==> config.mk <==
export PLATFORM = sky130hd
export DESIGN_NAME = bprc_front
export DESIGN_NICKNAME = d
export VERILOG_FILES = /design/src/sv/bprc_pkg.sv /design/src/sv/bprc_front.sv
export SDC_FILE = /design/constraint.sdc
export NUM_CORES = 1
export LEC_CHECK = 0
export BUFFER_PORTS_ARGS = -buffer_cell sky130_fd_sc_hd__buf_2
export CAP_MARGIN = 15
export CORE_MARGIN = 2
export CORE_UTILIZATION = 51
export DETAILED_ROUTE_END_ITERATION = 10
export PLACE_DENSITY = 0.8
export SLEW_MARGIN = 5
export SYNTH_ARGS = -nofsm -noshare
export SYNTH_HDL_FRONTEND = slang
export SYNTH_SLANG_ARGS = --single-unit
==> constraint.sdc <==
create_clock -name clock -period 2.8 [get_ports clock]
set_input_delay 0.28 -clock clock [delete_from_list [all_inputs] [get_ports clock]]
set_output_delay 0.28 -clock clock [all_outputs]
set_load 0.1 [all_outputs]
==> src/sv/bprc_pkg.sv <==
// Shared types, register indexes and helpers for the barometer compensation block.
// No dependencies.
`timescale 1ns / 1ps
`default_nettype none
package bprc_pkg;

   typedef struct packed {
      logic [19:0] raw_temperature;
      logic [19:0] raw_pressure;
   } req_type;

   typedef struct packed {
      logic signed [31:0] fine_temperature;
      logic signed [31:0] temperature_centi;
      logic signed [63:0] pressure_q24_8;
      logic               pressure_valid;
   } rsp_type;

   typedef struct packed {
      logic [47:0] temp;
      logic [63:0] press_a;
      logic [63:0] press_b;
      logic [15:0] press_c;
   } calib_type;

   // Pre-subtracted terms handed from front to back
   typedef struct packed {
      logic [31:0] a_term;
      logic [31:0] d_term;
      logic [20:0] p_base;
   } job_type;

   localparam logic [1:0] CSR_TEMP_CALIB    = 2'd0;
   localparam logic [1:0] CSR_PRESS_CALIB_A = 2'd1;
   localparam logic [1:0] CSR_PRESS_CALIB_B = 2'd2;
   localparam logic [1:0] CSR_PRESS_CALIB_C = 2'd3;

   localparam logic [63:0] FINE_OFFSET = 64'd128000;
   localparam logic [20:0] P_FULL      = 21'd1048576;
   localparam logic [63:0] P_SCALE     = 64'd3125;
   localparam logic [63:0] X1_BIAS     = 64'h0000_8000_0000_0000;

   typedef enum logic [4:0] {
      ST_IDLE, ST_T0, ST_T1, ST_T2,
      ST_P0, ST_P1, ST_P2, ST_P3, ST_P4, ST_P5, ST_P6,
      ST_DIV, ST_P7, ST_P8, ST_P9, ST_SUM, ST_OUT
   } step_type;

   function automatic logic [63:0] sext16(input logic [15:0] v);
      return {{48{v[15]}}, v};
   endfunction

endpackage
`default_nettype wire

==> src/sv/bprc_front.sv <==
// Front end: takes raw readings, forms the first subtractions, and queues jobs.
// Depends on bprc_pkg.
`timescale 1ns / 1ps
`default_nettype none
module bprc_front (
   input  wire logic              clock,
   input  wire logic              reset,
   input  wire logic              req_push,
   input  wire bprc_pkg::req_type req_data,
   output logic                   req_full,
   input  wire logic [15:0]       t1,
   output logic                   job_valid,
   output bprc_pkg::job_type      job,
   input  wire logic              job_take
);

   bprc_pkg::job_type mem_ff [2];
   logic       wr_ptr_ff, wr_ptr_in;
   logic       rd_ptr_ff, rd_ptr_in;
   logic [1:0] count_ff, count_in;
   bprc_pkg::job_type new_job;
   logic       do_push;

   always_comb begin
      new_job.a_term = {15'd0, req_data.raw_temperature[19:3]} - {15'd0, t1, 1'b0};
      new_job.d_term = {16'd0, req_data.raw_temperature[19:4]} - {16'd0, t1};
      new_job.p_base = bprc_pkg::P_FULL - {1'b0, req_data.raw_pressure};
   end

   assign req_full  = (count_ff == 2'd2);
   assign do_push   = req_push && !req_full;
   assign job_valid = (count_ff != 2'd0);
   assign job       = mem_ff[rd_ptr_ff];

   always_comb begin
      wr_ptr_in = wr_ptr_ff ^ do_push;
      rd_ptr_in = rd_ptr_ff ^ job_take;
      count_in  = count_ff + {1'b0, do_push} - {1'b0, job_take};
   end

   always_ff @(posedge clock) begin
      if (do_push) begin
         mem_ff[wr_ptr_ff] <= new_job;
      end
      if (reset) begin
         wr_ptr_ff <= 1'b0;
         rd_ptr_ff <= 1'b0;
         count_ff  <= 2'd0;
      end else begin
         wr_ptr_ff <= wr_ptr_in;
         rd_ptr_ff <= rd_ptr_in;
         count_ff  <= count_in;
      end
   end

endmodule
`default_nettype wire

* After elaboration in Yosys (flattened, before gate mapping)
Memories as Yosys holds them, arrays and structs flattened. A register that Yosys moved wholly into a read port is not among the register bits. Cells that the tools add are included.
Operators by class: reductions and logical operators 3, multiplexer cells 3, bitwise gates (word level) 2, add/sub/neg operators 5, equal/unequal tests 1
Operator list (count):
- subtractor 21 x 20 -> 21 bit (first input constant) | 1
- subtractor 17 x 17 -> 18 bit | 1
- subtractor 16 x 16 -> 17 bit | 1
- 2-to-1 mux 1 bit | 3
- adder 2 x 1 -> 2 bit | 1
- equality test 2 bit (second input constant) | 1
- nonzero test 2 bit | 1
- subtractor 2 x 1 -> 2 bit | 1
- XOR 1 bit | 2
- logical AND 1 bit | 1
- zero test 1 bit | 1
Word-level totals: memories kept 1, output and inout bits 87, flip-flop bits (word level) 4, memory bits (writable) 170
Memories:
- mem_ff | words 2, width 85, rd ports 1, clocked after memory_dff 1, write ports 1, line bprc_front.sv:17 | bprc_pkg::job_type mem_ff [2];

* Depth between registers and ports, before layout
word-level depth 5, depth in mapped cells 8, mapped depth without buffers 8

* Worst setup path before layout
No wires, ideal clock.
kind reg-to-output, start reg rd_ptr_ff (netlist name), end out job[38] (netlist name), arrival 1.946 ns, cell stages (with the launch flop) 4, path buffers 2, path slack 0.574 ns, required time 2.520 ns, path through dfxtp_1 buf_1 mux2_2 buf_4
RTL lines:
- end, declared | line bprc_front.sv:13 | output bprc_pkg::job_type job,

==> impl_metrics.sql <==
INSERT INTO impl_metrics (metric_group, metric, value, unit) VALUES
('logic_synthesis', 'yosys_register_bits', '82', ''),
('clock_tree', 'cts_inserted_buffers', '9', ''),
('sta', 'layout_worst_path_cycle_share', '82.9', '%'),
('floorplan', 'die_w', '98.3', 'um'),
('critical_path', 'criticalPathCategory', 'reg2out', ''),
('critical_path', 'timing.critical_path.slowest_cell_delay', '670', 'ps'),
('hold_path', 'hold_path.class', 'in2reg', ''),
('logic_synthesis', 'synth-async-reset-ratio', '0', '%'),
('routing', 'route.antenna.remaining_nets', '0', ''),
('sta', 'setup_slack', '480', 'ps'),
('global_routing', 'grt_pass1_vias', '2903', ''),
('place', 'place_hpwl', '6.30', 'mm'),
('sta', 'finalHoldViolations', '0', ''),
('floorplan', 'chipHeight', '98.3', 'um'),
('sta', 'final.hold.worst_slack', '130', 'ps'),
('clock_tree', 'clkTransAtPathRegs', '80', 'ps'),
('place', 'post-place-ws', '410', 'ps'),
('sta', 'rsz0062_at_grt', 'no', ''),
('floorplan', 'row_count', '34', ''),
('power', 'power.total', '5.49', 'mW'),
('critical_path', 'start_kind', 'flip-flop', ''),
('sta', 'achievable-frequency', '0.431', 'GHz'),
('global_routing', 'wire_length_of_the_first_global_routing_pass', '13.2', 'mm'),
('finish', 'post_route_cells_drive_above_1_share', '44.5', '%'),
('routing', 'detail_route.vias_per_cell', '5.08', ''),
('logic_synthesis', 'synth_cell_types', '42', ''),
('sta', 'timing.final.setup_violations', '0', ''),
('routing', 'wl_per_cell', '14.1', 'um'),
('status', 'status', 'complete, no violations', ''),
('power', 'power_switching', '3.00', 'mW'),
('sta', 'period_minus_slack', '2320', 'ps'),
('floorplan', 'start_util', '52.2', '%'),
('global_routing', 'globalRoute.totalOverflow', '0', ''),
('clock_tree', 'ctsResizeCount', '0', ''),
('critical_path', 'critPathArrivalTime', '2040', 'ps'),
('finish', 'antennaDiodeCount', '0', ''),
('clock_tree', 'cts_post_setup_buffers_inserted', '0', ''),
('sta', 'worst-slew-pin-transition', '531', 'ps'),
('logic_synthesis', 'synth_sequential_area_ratio', '53.4', '%'),
('finish', 'final_common_cell', 'sky130_fd_sc_hd__buf_2', ''),
('clock_tree', 'clock-sinks', '82', ''),
('clock_tree', 'clock-root-buffer', 'sky130_fd_sc_hd__clkbuf_8', ''),
('finish', 'area.growth.synth_to_final', '16.3', '%'),
('global_routing', 'grt_start_max_net_pins', '32', ''),
('run', 'maximum_capacitance_violations', '0', ''),
('logic_synthesis', 'syn-cell-area', '4530', 'um2'),
('sta', 'slew_viol_final', '0', ''),
('global_routing', 'antenna_violations_before_repair', '0', ''),
('logic_synthesis', 'post_synth_inst_count', '362', ''),
('critical_path', 'cp_max_fo', '31', ''),
('finish', 'final_cell_mix', '143 x sky130_fd_sc_hd__buf_2, 78 x sky130_fd_sc_hd__edfxtp_1, 39 x sky130_fd_sc_hd__mux2_2, 27 x sky130_fd_sc_hd__inv_1, 21 x sky130_fd_sc_hd__xnor2_1', ''),
('routing', 'drt_drc_violations_left', '0', ''),
('critical_path', 'cp-end-kind', 'output port', ''),
('clock_tree', 'number_of_levels_in_the_clock_h_tree', '3', ''),
('routing', 'dr.first_iter.drc_count', '62', ''),
('routing', 'router_iterations_before_antenna_repair', '4', ''),
('power', 'cellLeakagePower', '2.23', 'nW'),
('clock_tree', 'cts_hold_repair.buffers', '0', ''),
('global_routing', 'groute.usage.overall', '17.0', '%'),
('critical_path', 'crit_slowest_cell', 'sky130_fd_sc_hd__dfxtp_2', ''),
('logic_synthesis', 'postSynth.topFlopCell', 'sky130_fd_sc_hd__edfxtp_1', ''),
('finish', 'layout.filler_cells', '698', ''),
('power', 'share_seq_of_total_power', '30.5', '%'),
('critical_path', 'critical_path_required', '2520', 'ps'),
('finish', 'nets', '553', ''),
('power', 'swShare', '54.7', '%'),
('sta', 'maxSlewHeadroom', '64.6', '%'),
('floorplan', 'fp.coreArea', '8680', 'um2'),
('clock_tree', 'clk-insertion-delay-late', '340', 'ps'),
('critical_path', 'cells_along_the_critical_path', 'mux2_2 > buf_2', ''),
('power', 'power_per_cell_area', '1040', 'nW/um2');
==> logic make-up (layout without fill, tap and decap cells) <==
family	after synthesis	in the layout	share of synthesized area (%)
XOR/XNOR	32	32	6.18
AND/OR/NAND/NOR	70	70	8.86
AO/OA/AOI/OAI	40	40	5.44
buffers and inverters	77	191	10.2
multiplexers	39	39	9.69
adder cells (fa/ha/maj)	22	22	6.24
flip-flops	82	82	53.4
==> flip-flops by register name (all words and copies together), names as in the netlist <==
| register | count |
|---|---|
| mem_ff | 78 |
| count_ff | 2 |
| rd_ptr_ff | 1 |
| wr_ptr_ff | 1 |
==> cell usage after synthesis, types with 2 or more instances <==
cell,n,area (um2)
sky130_fd_sc_hd__nand2_1,16,60.1
sky130_fd_sc_hd__a31oi_1,2,12.5
sky130_fd_sc_hd__edfxtp_1,78,2340
sky130_fd_sc_hd__xor2_1,11,96.3
sky130_fd_sc_hd__nor2_1,18,67.6
sky130_fd_sc_hd__xnor2_1,21,184
sky130_fd_sc_hd__buf_1,4,15.0
sky130_fd_sc_hd__nor2b_1,5,31.3
sky130_fd_sc_hd__and3_1,2,12.5
sky130_fd_sc_hd__nor3_1,4,20.0
sky130_fd_sc_hd__nand2b_1,6,37.5
sky130_fd_sc_hd__nand3_1,4,20.0
sky130_fd_sc_hd__o211ai_1,3,22.5
sky130_fd_sc_hd__nor4_1,3,18.8
sky130_fd_sc_hd__ha_1,21,263
sky130_fd_sc_hd__buf_4,46,345
sky130_fd_sc_hd__and4_1,2,17.5
sky130_fd_sc_hd__a21boi_0,3,22.5
sky130_fd_sc_hd__o21ai_0,6,30.0
sky130_fd_sc_hd__inv_1,27,101
sky130_fd_sc_hd__a21oi_1,16,80.1
sky130_fd_sc_hd__dfxtp_1,4,80.1
sky130_fd_sc_hd__o21a_1,3,22.5
sky130_fd_sc_hd__mux2_2,39,439
==> final timing paths <==
kind | slack [ps] | from | endpoint
worst max-delay path | 480 | rd_ptr_ff | job[48]
worst min-delay path | 130 | reset | wr_ptr_ff
worst max register to register | 1190 | count_ff[0] | mem_ff[0][68]
worst min register to register | 590 | count_ff[1] | count_ff[1]
==> per-layer routing <==
metal | up-vias | share of wire [%] | GRT usage, % | routed length [um]
met1 | 1397 | 41 | 20.6 | 3390
met5 | - | 0 | 0 | 0
met3 | 11 | 4.6 | 3.29 | 381
met4 | 0 | 1.8 | 7.38 | 144
met2 | 90 | 52 | 29.7 | 4310
li1 | 1467 | - | - | -
==> power groups by stage <==
stage,Sequential [mW],Clock [mW],Combinational [mW]
detailed placement,1.70,0,3.01
global placement,1.69,0,2.98
CTS,1.68,0.845,3.01
finish,1.67,0.822,3.00
global route,1.69,0.893,3.10
floorplan,1.68,0,2.79
==> final cells by class <==
cell class	instances	area, um2	share of cell area, %
repair buffers	148	766	14.5
well taps	108	135	2.56
multi-input cells	203	1660	31.4
clock buffers	9	124	2.35
flip-flops and latches	82	2420	46.0
clock inverters	7	68.8	1.30
inverters	27	101	1.92
==> per-stage QoR <==
step | cells | utilization, % | area, um2
detailed placement | 568 | 58.5 | 5080
global route | 584 | 60.8 | 5270
floorplan | 362 | - | 4530
CTS | 584 | 60.8 | 5270
global placement | 568 | 58.5 | 5080
finish | 584 | 60.8 | 5270
Power figures use the tool's default switching activity.
